File: config.mk
export PLATFORM = sky130hd
export DESIGN_NAME = uart_status_keyword_spotter_flat
export DESIGN_NICKNAME = d
export VERILOG_FILES = /design/src/rtl/core/uskw_pkg.sv /design/src/rtl/core/uskw_if.sv /design/src/rtl/core/uskw_matcher.sv /design/src/rtl/core/uart_status_keyword_spotter.sv /design/src/flat_wrapper.sv
export SDC_FILE = /design/constraint.sdc
export NUM_CORES = 1
export LEC_CHECK = 0
export BUFFER_PORTS_ARGS = -buffer_cell sky130_fd_sc_hd__clkbuf_2
export CORE_AREA = 5 5 111 113
export CTS_BUF_LIST = sky130_fd_sc_hd__clkbuf_8
export DETAILED_ROUTE_END_ITERATION = 16
export DIE_AREA = 0 0 116 118
export HOLD_SLACK_MARGIN = 0.08
export PLACE_DENSITY = 0.42
export SYNTH_ARGS = -nofsm -noshare
export SYNTH_HDL_FRONTEND = slang
export SYNTH_HIERARCHICAL = 1
export SYNTH_SLANG_ARGS = --single-unit
export TNS_END_PERCENT = 100
File: constraint.sdc
create_clock -name clk -period 8.5 [get_ports clk]
set_clock_uncertainty 0.2 [all_clocks]
set_input_delay 2.55 -clock clk [delete_from_list [all_inputs] [get_ports clk]]
set_output_delay 2.55 -clock clk [all_outputs]
set_load 0.01 [all_outputs]
File: src/rtl/core/uskw_pkg.sv
`timescale 1ns / 1ps

package uskw_pkg;

  localparam int BYTE_W   = 8;
  localparam int STATUS_W = 3;
  localparam int IDX_W    = 4;

  // network status codes
  typedef enum logic [STATUS_W-1:0] {
    ST_NONE    = 3'd0,
    ST_UAP     = 3'd1,
    ST_CLOUD   = 3'd2,
    ST_LOCAL   = 3'd3,
    ST_OFFLINE = 3'd4,
    ST_UNPROV  = 3'd5
  } status_t;

  // keywords watched by the matchers
  typedef enum logic [2:0] {
    KW_ID,
    KW_UAP,
    KW_CLOUD,
    KW_LOCAL,
    KW_OFFLINE,
    KW_UNPROV
  } kw_t;

  localparam int LEN_ID      = 13;
  localparam int LEN_UAP     = 3;
  localparam int LEN_CLOUD   = 5;
  localparam int LEN_LOCAL   = 5;
  localparam int LEN_OFFLINE = 7;
  localparam int LEN_UNPROV  = 6;

  // first character sits in the top byte
  localparam logic [8*LEN_ID-1:0]      PAT_ID      = "uct id\":2692,";
  localparam logic [8*LEN_UAP-1:0]     PAT_UAP     = "uap";
  localparam logic [8*LEN_CLOUD-1:0]   PAT_CLOUD   = "cloud";
  localparam logic [8*LEN_LOCAL-1:0]   PAT_LOCAL   = "local";
  localparam logic [8*LEN_OFFLINE-1:0] PAT_OFFLINE = "offline";
  localparam logic [8*LEN_UNPROV-1:0]  PAT_UNPROV  = "unprov";

  function automatic int kw_len(kw_t kw);
    int n;
    case (kw)
      KW_ID:      n = LEN_ID;
      KW_UAP:     n = LEN_UAP;
      KW_CLOUD:   n = LEN_CLOUD;
      KW_LOCAL:   n = LEN_LOCAL;
      KW_OFFLINE: n = LEN_OFFLINE;
      KW_UNPROV:  n = LEN_UNPROV;
      default:    n = LEN_UAP;
    endcase
    return n;
  endfunction

  // expected character at a given position, zero past the end
  function automatic logic [BYTE_W-1:0] kw_char(kw_t kw, logic [IDX_W-1:0] idx);
    logic [BYTE_W-1:0] c;
    int pos;
    pos = int'(idx);
    c = '0;
    case (kw)
      KW_ID:      if (pos < LEN_ID)      c = PAT_ID[8*(LEN_ID-1-pos) +: 8];
      KW_UAP:     if (pos < LEN_UAP)     c = PAT_UAP[8*(LEN_UAP-1-pos) +: 8];
      KW_CLOUD:   if (pos < LEN_CLOUD)   c = PAT_CLOUD[8*(LEN_CLOUD-1-pos) +: 8];
      KW_LOCAL:   if (pos < LEN_LOCAL)   c = PAT_LOCAL[8*(LEN_LOCAL-1-pos) +: 8];
      KW_OFFLINE: if (pos < LEN_OFFLINE) c = PAT_OFFLINE[8*(LEN_OFFLINE-1-pos) +: 8];
      KW_UNPROV:  if (pos < LEN_UNPROV)  c = PAT_UNPROV[8*(LEN_UNPROV-1-pos) +: 8];
      default:    c = '0;
    endcase
    return c;
  endfunction

endpackage

File: src/rtl/core/uskw_if.sv
`timescale 1ns / 1ps

// received byte channel
interface uskw_in_if;
  import uskw_pkg::*;
  logic              valid;
  logic              ready;
  logic [BYTE_W-1:0] rx_byte;

  modport source (output valid, output rx_byte, input ready);
  modport sink (input valid, input rx_byte, output ready);
endinterface

// status result channel
interface uskw_out_if;
  import uskw_pkg::*;
  logic                valid;
  logic                ready;
  logic [STATUS_W-1:0] net_status;
  logic                id_seen;

  modport source (output valid, output net_status, output id_seen, input ready);
  modport sink (input valid, input net_status, input id_seen, output ready);
endinterface

File: src/rtl/core/uskw_matcher.sv
`timescale 1ns / 1ps

module uskw_matcher #(
  parameter uskw_pkg::kw_t KW = uskw_pkg::KW_UAP
) (
  input  logic                      clk,
  input  logic                      rst,
  input  logic                      en,
  input  logic [uskw_pkg::BYTE_W-1:0] byte_in,
  output logic                      hit
);
  import uskw_pkg::*;

  localparam int LEN = kw_len(KW);
  localparam int PW  = $clog2(LEN);

  logic [PW-1:0] progress;
  logic [PW-1:0] progress_next;
  logic          match;
  logic          last;

  // compare against the next expected character
  always_comb begin
    match = (int'(progress) < LEN) && (byte_in == kw_char(KW, IDX_W'(progress)));
    last  = (progress == PW'(LEN - 1));
    hit   = match && last;
    if (match && !last) begin
      progress_next = progress + PW'(1);
    end else begin
      progress_next = '0;
    end
  end

  // progress count, updated once per transfer
  always_ff @(posedge clk) begin
    if (rst) begin
      progress <= '0;
    end else if (en) begin
      progress <= progress_next;
    end
  end

endmodule

File: src/rtl/core/uart_status_keyword_spotter.sv
`timescale 1ns / 1ps

// UART status keyword spotter
// in_ch carries one received serial byte per transfer (rx_byte). out_ch
// returns exactly one result per byte: net_status, the sticky network
// status after that byte (none, uap, cloud, local, offline, unprov), and
// id_seen, high when the byte completes the product id text.
// Six literal matchers each keep a progress count; a byte that breaks a
// partial match clears the count and is not retried as a new start.
// A byte taken from in_ch is first registered in the input register, then
// matched and put in the result register once that register is free.
// Throughput: one byte per cycle while out_ch takes every result; the
// matchers are single-byte compares between the input register and the
// result register.
// Reset (rst, synchronous) clears all progress counts, the status to none
// and both valid flags.
// When out_ch stalls, the result holds; one more byte may wait in the input
// register, after which in_ch.ready drops until the result is taken.
module uart_status_keyword_spotter (
  input logic         clk,
  input logic         rst,
  uskw_in_if.sink     in_ch,
  uskw_out_if.source  out_ch
);
  import uskw_pkg::*;

  logic              s1_valid;
  logic [BYTE_W-1:0] s1_byte;
  logic              adv;

  logic hit_id, hit_uap, hit_cloud, hit_local, hit_offline, hit_unprov;

  status_t status_reg;
  status_t status_next;

  logic                out_valid;
  logic [STATUS_W-1:0] out_status;
  logic                out_id;

  // move a byte into the result register whenever that register frees
  assign adv         = s1_valid && (!out_valid || out_ch.ready);
  assign in_ch.ready = !s1_valid || adv;

  // input register
  always_ff @(posedge clk) begin
    if (rst) begin
      s1_valid <= 1'b0;
    end else if (in_ch.ready) begin
      s1_valid <= in_ch.valid;
    end
  end

  always_ff @(posedge clk) begin
    if (in_ch.valid && in_ch.ready) begin
      s1_byte <= in_ch.rx_byte;
    end
  end

  // matchers
  uskw_matcher #(.KW(KW_ID)) u_id (
    .clk(clk), .rst(rst), .en(adv), .byte_in(s1_byte), .hit(hit_id)
  );
  uskw_matcher #(.KW(KW_UAP)) u_uap (
    .clk(clk), .rst(rst), .en(adv), .byte_in(s1_byte), .hit(hit_uap)
  );
  uskw_matcher #(.KW(KW_CLOUD)) u_cloud (
    .clk(clk), .rst(rst), .en(adv), .byte_in(s1_byte), .hit(hit_cloud)
  );
  uskw_matcher #(.KW(KW_LOCAL)) u_local (
    .clk(clk), .rst(rst), .en(adv), .byte_in(s1_byte), .hit(hit_local)
  );
  uskw_matcher #(.KW(KW_OFFLINE)) u_offline (
    .clk(clk), .rst(rst), .en(adv), .byte_in(s1_byte), .hit(hit_offline)
  );
  uskw_matcher #(.KW(KW_UNPROV)) u_unprov (
    .clk(clk), .rst(rst), .en(adv), .byte_in(s1_byte), .hit(hit_unprov)
  );

  // newest keyword wins, later matcher has priority
  always_comb begin
    status_next = status_reg;
    if (hit_uap)     status_next = ST_UAP;
    if (hit_cloud)   status_next = ST_CLOUD;
    if (hit_local)   status_next = ST_LOCAL;
    if (hit_offline) status_next = ST_OFFLINE;
    if (hit_unprov)  status_next = ST_UNPROV;
  end

  always_ff @(posedge clk) begin
    if (rst) begin
      status_reg <= ST_NONE;
    end else if (adv) begin
      status_reg <= status_next;
    end
  end

  // result register
  always_ff @(posedge clk) begin
    if (rst) begin
      out_valid <= 1'b0;
    end else if (adv) begin
      out_valid <= 1'b1;
    end else if (out_ch.ready) begin
      out_valid <= 1'b0;
    end
  end

  always_ff @(posedge clk) begin
    if (adv) begin
      out_status <= status_next;
      out_id     <= hit_id;
    end
  end

  assign out_ch.valid      = out_valid;
  assign out_ch.net_status = out_status;
  assign out_ch.id_seen    = out_id;

endmodule

File: src/flat_wrapper.sv
// flat-port wrapper written by rule: the top's interface ports become plain ports
module uart_status_keyword_spotter_flat import uskw_pkg::*;
  (clk, rst, in_ch_valid, in_ch_rx_byte, in_ch_ready, out_ch_valid, out_ch_net_status, out_ch_id_seen, out_ch_ready);
  uskw_in_if in_ch_i ();
  uskw_out_if out_ch_i ();
  input logic clk;
  input logic rst;
  input wire logic [$bits(in_ch_i.valid)-1:0] in_ch_valid;
  input wire logic [$bits(in_ch_i.rx_byte)-1:0] in_ch_rx_byte;
  output wire logic [$bits(in_ch_i.ready)-1:0] in_ch_ready;
  output wire logic [$bits(out_ch_i.valid)-1:0] out_ch_valid;
  output wire logic [$bits(out_ch_i.net_status)-1:0] out_ch_net_status;
  output wire logic [$bits(out_ch_i.id_seen)-1:0] out_ch_id_seen;
  input wire logic [$bits(out_ch_i.ready)-1:0] out_ch_ready;
  assign in_ch_i.valid = in_ch_valid;
  assign in_ch_i.rx_byte = in_ch_rx_byte;
  assign in_ch_ready = in_ch_i.ready;
  assign out_ch_valid = out_ch_i.valid;
  assign out_ch_net_status = out_ch_i.net_status;
  assign out_ch_id_seen = out_ch_i.id_seen;
  assign out_ch_i.ready = out_ch_ready;
  uart_status_keyword_spotter u_core (.clk(clk), .rst(rst), .in_ch(in_ch_i), .out_ch(out_ch_i));
endmodule
==> flow_summary.yaml, run 1 <==
floorplan:
  dieArea_sq_mm: 0.01369
  rows: 39
  die_h_um: 118
  fp.dieW_um: 116
  start_util_pct: 29.41
  core_sq_mm: 0.01122
  io_pins: 18
sta:
  finalMaxSlewViolations: 0
  rsz0062_at_grt: "false"
  finalSetupViolations: 0
  clock.fmax_mhz: 169.2
  setup_tns_ps: 0
  worstMarginPinSlew_ps: 880.4
  finalHoldViolCount: 0
  fin_crit_ps: 5911
  max_slew_margin_pct: 41.22
  period_share_pct: 69.54
worst_setup_path:
  critPathMostFrequentCell: "clkbuf_2"
  slowest_delay_ps: 300
  slowest_stage: "and2b_1"
  arrival_ps: 3160
  startpoint: "out_ch_ready"
  crit_chain: "clkbuf_2 -> and2b_1 -> nand2_1 -> clkbuf_2"
  critPathCaptureType: "primary output"
  critical_path.max_fanout: 7
  start_kind: "input port"
  reg2reg_slack_ps: 4560
  worstSetupPathType: "input port to primary output"
  worst_ep_required_time_ps: 5750
  worstReg2RegStart: "u_core/u_id/progress[0]"
  r2r_cells: 10
clock_tree:
  h-tree-depth: 2
  clk_path_buf_depth: 2
  clk_latency_ps: 290
  cts.clk_slew.worst_paths_ps: 80
  post-cts-setup-buffer-count: 0
  numClockSinks: 35
  cts_buffers: 5
  cts_resized: 0
  clockRootBuffer: "clkbuf_8"
  cts_hold_buf: 0
  cts_tree: "built"
cells_and_area:
  area_growth_pct: 8.036
  fin_nets: 433
  regMostFlops: "u_core/s1_byte"
  drive_gt1_share_pct: 12.97
  diodes: 0
  largest_register_ffs: 8
  top_regs: "u_core/s1_byte x8, u_core/u_id/progress x4"
yosys:
  syn-num-nets: 421
  synth_commonest_cells: "30 x nor2_1, 24 x a21oi_1, 23 x dfxtp_1, 22 x inv_1, 21 x ha_1"
  ys.flop_type: "dfxtp_1"
  synthArstFlopShare_pct: 0
  synth_top_area_share_pct: 13.95
  ys_types: 78
  yosys-top-cells-area: "dfxtp_1 14%, edfxtp_1 11%, ha_1 8.0%"
  synth_area_leader_cell: "dfxtp_1"
  netlist_area_sq_mm: 0.003301
  synth_edf_count: 12
  synth.most_common_cell: "nor2_1"
  synth_area_per_cell_sq_um: 8.507
  yosysSeqAreaShare_pct: 24.87
  synth_warnings: 6
  synthCells: 388
  ys_seq_elements: 35
hold_path:
  hold_depth: 2
  min_from: "u_core/status_reg[1]"
  hold_class: "flip-flop to flip-flop"
grt:
  grtUsageTotal_pct: 12.69
  grt_max_degree: 30
  grt_antenna_before_repair: 0
  overflow: 0
  grt_pass1_vias: 2776
  grt_pass1_wl_um: 14190
pwr:
  pwr_density_cell_mw_per_mm2: 103.6
  peakVddDrop_mv: 0.05774
  power_mw: 0.3694
  p_leak_nw: 1.187
drt:
  finalWirelength_um: 8443
  wire_per_inst_um: 15.52
  vias_per_cell: 5.357
  drc: 0
  drt-initial-drc-count: 182
  drt.antenna.violating_nets: 0
  vias: 2914
  dr.pass1.iters: 4
flow_run:
  maxCapViolations: 0
status:
  run_status: "completed"
placed_design:
  gp_congestion: 0.8110
  dp_hpwl_um: 5947
  io_buffers: 17
critical path: cells and delay by family:
family | cells | cell delay, ps
AND/OR/NAND/NOR | 2 | 390
buffers and inverters | 2 | 210
through the flow:
stage	cell area (sq um)	instances	util [%]	hold WS [ps]	setup slack (ps)
floorplan	3301	388	-	262.2	2821
global placement	3456	536	30.79	310.0	2592
detailed placement	3456	536	30.79	299.7	2581
CTS	3566	544	31.77	318.1	2579
global route	3566	544	31.77	339.3	2511
finish	3566	544	31.77	310.4	2589
power by group:
| part | internal (mW) | switching (mW) |
|---|---|---|
| registers | 0.178 | 0.00875 |
| clock network | 0.0864 | 0.0628 |
| logic | 0.0143 | 0.0194 |
logic make-up after synthesis:
kind of cell / count (synthesis) / synth area share (%)
AOI/OAI and AO/OA: 113 / 25.89
xor gates and xnor gates: 21 / 5.572
adders and majority gates: 21 / 7.961
buffers and inverters: 38 / 6.558
DFF: 35 / 24.87
muxes: 1 / 0.3033
and+or+nand+nor: 159 / 28.85
worst paths after layout:
path / end
worst max register to register: u_core/u_id/progress[3]
worst max-delay path: in_ch_ready
worst min register to register: u_core/status_reg[1]
worst min-delay path: u_core/status_reg[1]
final cells by class:
class | count | area (sq um)
fillers | 1206 | 7657
multi-input cells | 315 | 2266
flip-flops and latches | 35 | 820.8
well taps | 143 | 178.9
repair buffers | 19 | 100.1
inverters | 24 | 90.09
clock buffers | 5 | 68.82
clock inverters | 3 | 41.29
cell usage in the layout (no fill, tap or decap), types with 14 or more instances in the layout:
| cell type | count |
|---|---|
| a21oi_1 | 24 |
| clkbuf_2 | 17 |
| dfxtp_1 | 23 |
| ha_1 | 21 |
| inv_1 | 23 |
| nand2_1 | 19 |
| nand2b_1 | 14 |
| nor2_1 | 29 |
| nor3_1 | 14 |
| o21ai_0 | 20 |
per-layer routing:
layer,vias to the layer above,routed length [um],track usage [%],share of wire (%)
met1,1384,4172,18.50,49
met5,-,0,0,0
met4,0,22,2.248,0.26
met2,43,3891,19.24,46
li1,1485,-,-,-
met3,2,357,2.828,4.2
Note: power is estimated with default switching activity, not from simulation.
==> run 2: changes to the inputs <==
--- a/config.mk
+++ b/config.mk
@@ -5,13 +5,14 @@
 export SDC_FILE = /design/constraint.sdc
 export NUM_CORES = 1
 export LEC_CHECK = 0
+export ABC_AREA = 1
 export BUFFER_PORTS_ARGS = -buffer_cell sky130_fd_sc_hd__clkbuf_2
-export CORE_AREA = 5 5 111 113
+export CORE_AREA = 5 5 110 112
 export CTS_BUF_LIST = sky130_fd_sc_hd__clkbuf_8
 export DETAILED_ROUTE_END_ITERATION = 16
-export DIE_AREA = 0 0 116 118
+export DIE_AREA = 0 0 115 117
 export HOLD_SLACK_MARGIN = 0.08
-export PLACE_DENSITY = 0.42
+export PLACE_DENSITY = 0.43
 export SYNTH_ARGS = -nofsm -noshare
 export SYNTH_HDL_FRONTEND = slang
 export SYNTH_HIERARCHICAL = 1
==> constraint.sdc (replaced) <==
create_clock -name clk -period 5.26 [get_ports clk]
set_clock_uncertainty 0.2 [all_clocks]
set_input_delay 1.578 -clock clk [delete_from_list [all_inputs] [get_ports clk]]
set_output_delay 1.578 -clock clk [all_outputs]
set_load 0.01 [all_outputs]
==> flow_summary.yaml, run 2 <==
flow_run:
  maxCapViolations: 0
worst_setup_path:
  arrival_ps: 1960
  critPathCaptureType: "primary output"
  crit_chain: "clkbuf_2 -> inv_2 -> nand3_1 -> clkbuf_2"
  worst-path-buf-inv: 3
  worst_ep_required_time_ps: 3480
  slowest_delay_ps: 150
  critPathMostFrequentCell: "clkbuf_2"
  slowest_stage: "clkbuf_2"
  critical_path.max_fanout: 3
  worstSetupPathType: "input port to primary output"
  cpLargestDelayFamily: "buffers and inverters"
  start_kind: "input port"
yosys:
  ys_types: 31
  synth_top_area_share_pct: 16.82
  synthArstFlopShare_pct: 0
  synth_edf_count: 12
  synthCells: 497
  synth_compound_area_share_pct: 6.625
  ys.flop_type: "dfxtp_1"
  yosys-top-cells-area: "nand2_1 17%, dfxtp_1 14%, edfxtp_1 11%"
  synth_top_family_by_area: "simple AND/OR/NAND/NOR gates"
  yosysSeqAreaShare_pct: 25.72
  synth_commonest_cells: "143 x nand2_1, 68 x inv_1, 53 x nand3_1, 37 x nor2_1, 23 x dfxtp_1"
  synth_fa_ha_area_share_pct: 8.232
  synth.most_common_cell: "nand2_1"
  synth_xor_area_share_pct: 1.607
  synth_warnings: 6
  yosys.area_share.simple_pct: 48.10
  synth_area_leader_cell: "nand2_1"
  ys_seq_elements: 35
  netlist_area_sq_mm: 0.003192
  syn-num-nets: 530
  synth_area_per_cell_sq_um: 6.422
  synth_mux_area_share_pct: 0
cells_and_area:
  area_growth_pct: 11.05
  fin_nets: 554
  regMostFlops: "u_core/s1_byte"
  top_regs: "u_core/s1_byte x8, u_core/u_id/progress x4"
  diodes: 0
  drive_gt1_share_pct: 18.20
  nFillCells: 1235
  seqCellArea_sq_um: 820.8
  largest_register_ffs: 8
  final_cell_mix: "143 x nand2_1, 68 x inv_1, 53 x nand3_1"
  layout_commonest_cell: "nand2_1"
  fin_cells: 665
  multi_input_area_sq_mm: 0.002061
grt:
  grt_busiest_layer: "met2"
  grt_max_degree: 38
  grt_pass1_wl_um: 13570
  overflow: 0
  grt_pass1_vias: 2952
  met1_usage_pct: 16.07
  met2_usage_pct: 21.60
  grtUsageTotal_pct: 12.54
  grt_use_met3_pct: 2.776
  grt_antenna_before_repair: 0
placed_design:
  io_buffers: 17
  dp_hpwl_um: 5774
  dp_cells: 657
  gp_congestion: 0.8405
pwr:
  peakVddDrop_mv: 0.09819
  p_leak_nw: 1.716
  pwr_density_cell_mw_per_mm2: 184.2
sta:
  worstMarginPinSlew_ps: 465.4
  finalHoldViolCount: 0
  setup_tns_ps: 0
  finalMaxSlewViolations: 0
  clock.fmax_mhz: 267.6
  fin_crit_ps: 3737
  rsz0062_at_grt: "false"
  max_slew_margin_pct: 68.98
  period_share_pct: 71.05
  finalSetupViolations: 0
drt:
  wire_per_inst_um: 11.55
  dr.pass1.iters: 6
  vias_per_cell: 4.505
  drc: 0
  drt.antenna.violating_nets: 0
  vias: 2996
  finalWirelength_um: 7684
  drt-initial-drc-count: 160
hold_path:
  hold_class: "flip-flop to flip-flop"
clock_tree:
  clockRootBuffer: "clkbuf_8"
  h-tree-depth: 2
  clk_path_buf_depth: 2
  cts_resized: 0
  numClockSinks: 35
  cts_hold_buf: 0
  clk_latency_ps: 300
  post-cts-setup-buffer-count: 0
  cts_tree: "built"
  cts_buffers: 5
  cts.clk_slew.worst_paths_ps: 80
floorplan:
  fp.dieW_um: 115
  rows: 39
  core_sq_mm: 0.01113
  start_util_pct: 28.69
  die_h_um: 117
  io_pins: 18
  dieArea_sq_mm: 0.01346
status:
  run_status: "completed"
-- run 2: cell types whose count changed after synthesis, sizes merged, moves of 14 or more --
cell / change
nand2b: -14
nor2: +25
nand2: +146
buf: -14
nand3: +51
inv: +57
-- run 2: cell families (layout without fill, tap and decap cells) --
| logic type | count (synthesis) | after routing |
|---|---|---|
| AOI/OAI and AO/OA | 39 | 39 |
| buffers and inverters | 82 | 107 |
| DFF | 35 | 35 |
| adders and majority gates | 21 | 21 |
| and+or+nand+nor | 315 | 315 |
| xor gates and xnor gates | 5 | 5 |
-- run 2: metrics by stage --
stage / instance area (sq um) / util [%] / power, mW / hold WS, ps / setup slack, ps
after CTS: 3545 / 31.86 / 0.6626 / 333.4 / 1519
after global routing: 3545 / 31.86 / 0.6989 / 362.0 / 1476
final: 3545 / 31.86 / 0.6529 / 324.8 / 1523
after floorplan: 3192 / - / 0.4152 / 269.0 / 1730
after detailed placement: 3456 / 31.06 / 0.4506 / 313.8 / 1521
after global placement: 3456 / 31.06 / 0.4484 / 308.9 / 1529
-- run 2: final timing paths --
check | cells after the start | to | startpoint | slack [ps]
worst min-delay path | 2 | u_core/status_reg[1] | u_core/status_reg[1] | 320
worst max-delay path | 4 | in_ch_ready | out_ch_ready | 1520
worst max register to register | 15 | u_core/out_ch.net_status[0] | u_core/u_cloud/progress[0] | 2540
worst min register to register | 2 | u_core/status_reg[1] | u_core/status_reg[1] | 320
-- run 2: report_power, final --
| part | internal, mW | total (mW) | switching [mW] |
|---|---|---|---|
| Clock | 0.0925 | 0.210 | 0.118 |
| Sequential | 0.291 | 0.311 | 0.0195 |
| Combinational | 0.0490 | 0.132 | 0.0826 |
-- run 2: routing by layer --
metal	part of all wire, %	vias to the layer above
li1	-	1639
met3	3.8	7
met5	0	-
met1	49	1318
met2	46	32
met4	0.91	0
-- run 2: layout make-up --
class	count	share of cell area (%)
Tap cell	143	5.048
Timing Repair Buffer	17	2.400
Sequential cell	35	23.16
Clock buffer	5	1.941
Inverter	82	8.754
Clock inverter	3	0.5648
Multi-Input combinational cell	380	58.14
-- run 2: worst reg2reg max path, delay by kind of cell, from the launching register on --
kind                     cells  cell delay (ps)
flip-flops                   1              460
adder cells (fa/ha/maj)      2              510
AO/OA/AOI/OAI                1               70
AND/OR/NAND/NOR              9              910
buffers and inverters        3              340
==> run 3: changes to the inputs <==
==> constraint.sdc (replaced) <==
create_clock -name clk -period 3.2 [get_ports clk]
set_clock_uncertainty 0.2 [all_clocks]
set_input_delay 0.96 -clock clk [delete_from_list [all_inputs] [get_ports clk]]
set_output_delay 0.96 -clock clk [all_outputs]
set_load 0.01 [all_outputs]
==> flow_summary.yaml, run 3 (same netlist as run 2, synthesis figures left out) <==
worst_setup_path:
  arrival_ps: 2440
  critPathCaptureType: "flip-flop"
  critPathMostFrequentCell: "nand2_1"
  start_kind: "flip-flop"
  crit_chain: "inv_2 -> ha_1 -> ha_1 -> inv_1 -> nand2_1 -> nand2_1 -> nand3_1 -> nor2_2 -> nand3_1 -> nor2_1 -> inv_1 -> o21ai_0 -> nand2_1 -> nand2_1 -> nand2_1"
  worstSetupPathType: "flip-flop to flip-flop"
  slowest_stage: "dfxtp_1"
  cpLargestDelayFamily: "simple AND/OR/NAND/NOR gates"
  slowest_delay_ps: 450
  worst_ep_required_time_ps: 3060
  critical_path.max_fanout: 7
  worst-path-buf-inv: 3
sta:
  period_share_pct: 80.62
  finalHoldViolCount: 0
  hold_ws_ps: 322.3
  finalMaxSlewViolations: 0
  worstMarginPinSlew_ps: 500.3
  clock.fmax_mhz: 387.6
  fin_crit_ps: 2580
  setup_tns_ps: 0
  finalSetupViolations: 0
  rsz0062_at_grt: "false"
  max_slew_margin_pct: 66.65
  setup_ws_ps: 620.1
grt:
  grt_antenna_before_repair: 0
  grtUsageTotal_pct: 12.13
  grt_max_degree: 38
  grt_pass1_wl_um: 12900
  overflow: 0
  grt_pass1_vias: 2881
pwr:
  peakVddDrop_mv: 0.2161
  p_leak_nw: 1.724
  pwr_density_cell_mw_per_mm2: 299.2
placed_design:
  io_buffers: 17
  gp_congestion: 0.8218
  dp_hpwl_um: 5787
  dp_slack_ps: 609.9
clock_tree:
  clockRootBuffer: "clkbuf_8"
  clk_path_buf_depth: 2
  cts_buffers: 5
  h-tree-depth: 2
  cts_tree: "built"
  clk_latency_ps: 300
  post-cts-setup-buffer-count: 0
  cts_hold_buf: 0
  cts_resized: 0
  cts.clk_slew.worst_paths_ps: 70
  numClockSinks: 35
cells_and_area:
  final_cell_mix: "143 x nand2_1, 69 x inv_1, 53 x nand3_1"
  seqCellArea_sq_um: 820.8
  multi_input_area_sq_mm: 0.002061
  area_growth_pct: 11.09
  largest_register_ffs: 8
  nFillCells: 1202
  diodes: 0
  drive_gt1_share_pct: 18.01
  top_regs: "u_core/s1_byte x8, u_core/u_id/progress x4"
  regMostFlops: "u_core/s1_byte"
  layout_commonest_cell: "nand2_1"
  fin_nets: 554
floorplan:
  io_pins: 18
  start_util_pct: 28.69
  rows: 39
  die_h_um: 117
  dieArea_sq_mm: 0.01346
  core_sq_mm: 0.01113
  fp.dieW_um: 115
flow_run:
  maxCapViolations: 0
drt:
  drc: 0
  drt.antenna.violating_nets: 0
  drt-initial-drc-count: 129
  dr.pass1.iters: 4
  finalWirelength_um: 7537
  vias: 3031
  vias_per_cell: 4.558
  wire_per_inst_um: 11.33
status:
  run_status: "completed"
hold_path:
  hold_class: "flip-flop to flip-flop"
## run 3: changes by cell type in the layout (fill, tap and decap cells not counted)
cell	change
clkinv_4	-1
clkinvlp_4	-1
clkbuf_8	+1
inv_1	+1
## run 3: final cells by class
cell class,instances,area share (%)
clock buffer,6,2.329
tap,143,5.046
sequential,35,23.15
timing repair buffer,17,2.399
inverter,82,8.751
multi-input combinational,380,58.12
clock inverter,2,0.2117
## run 3: metrics by stage
step                utilization [%]  cells  area, sq um  power [mW]
floorplan                         -    497         3192      0.6824
global placement              31.06    657         3456      0.7395
detailed placement            31.06    657         3456      0.7399
CTS                           31.87    665         3546       1.086
global route                  31.87    665         3546       1.138
finish                        31.87    665         3546       1.061
## run 3: worst paths after layout
kind	from	end	slack (ps)	cells after the start
min	u_core/u_uap/progress[0]	u_core/u_uap/progress[0]	320	2
min reg2reg	u_core/u_uap/progress[0]	u_core/u_uap/progress[0]	320	2
max	u_core/u_cloud/progress[0]	u_core/out_ch.net_status[0]	620	15
max reg2reg	u_core/u_cloud/progress[0]	u_core/out_ch.net_status[0]	620	15
## run 3: where the power goes
part	switching (mW)	internal [mW]
Combinational	0.135	0.0804
Sequential	0.0329	0.479
Clock	0.164	0.169
## run 3: worst min-delay path: stages (launching register included)
cell     delay, ps
dfxtp_1        340
nand2_1         80
a21oi_1         60
## run 3: per-layer routing
metal,GRT usage (%),vias up,wire [um]
li1,-,1635,-
met1,14.47,1347,3586
met2,21.03,39,3605
met3,2.725,10,213
met4,5.164,0,132
met5,0,-,0
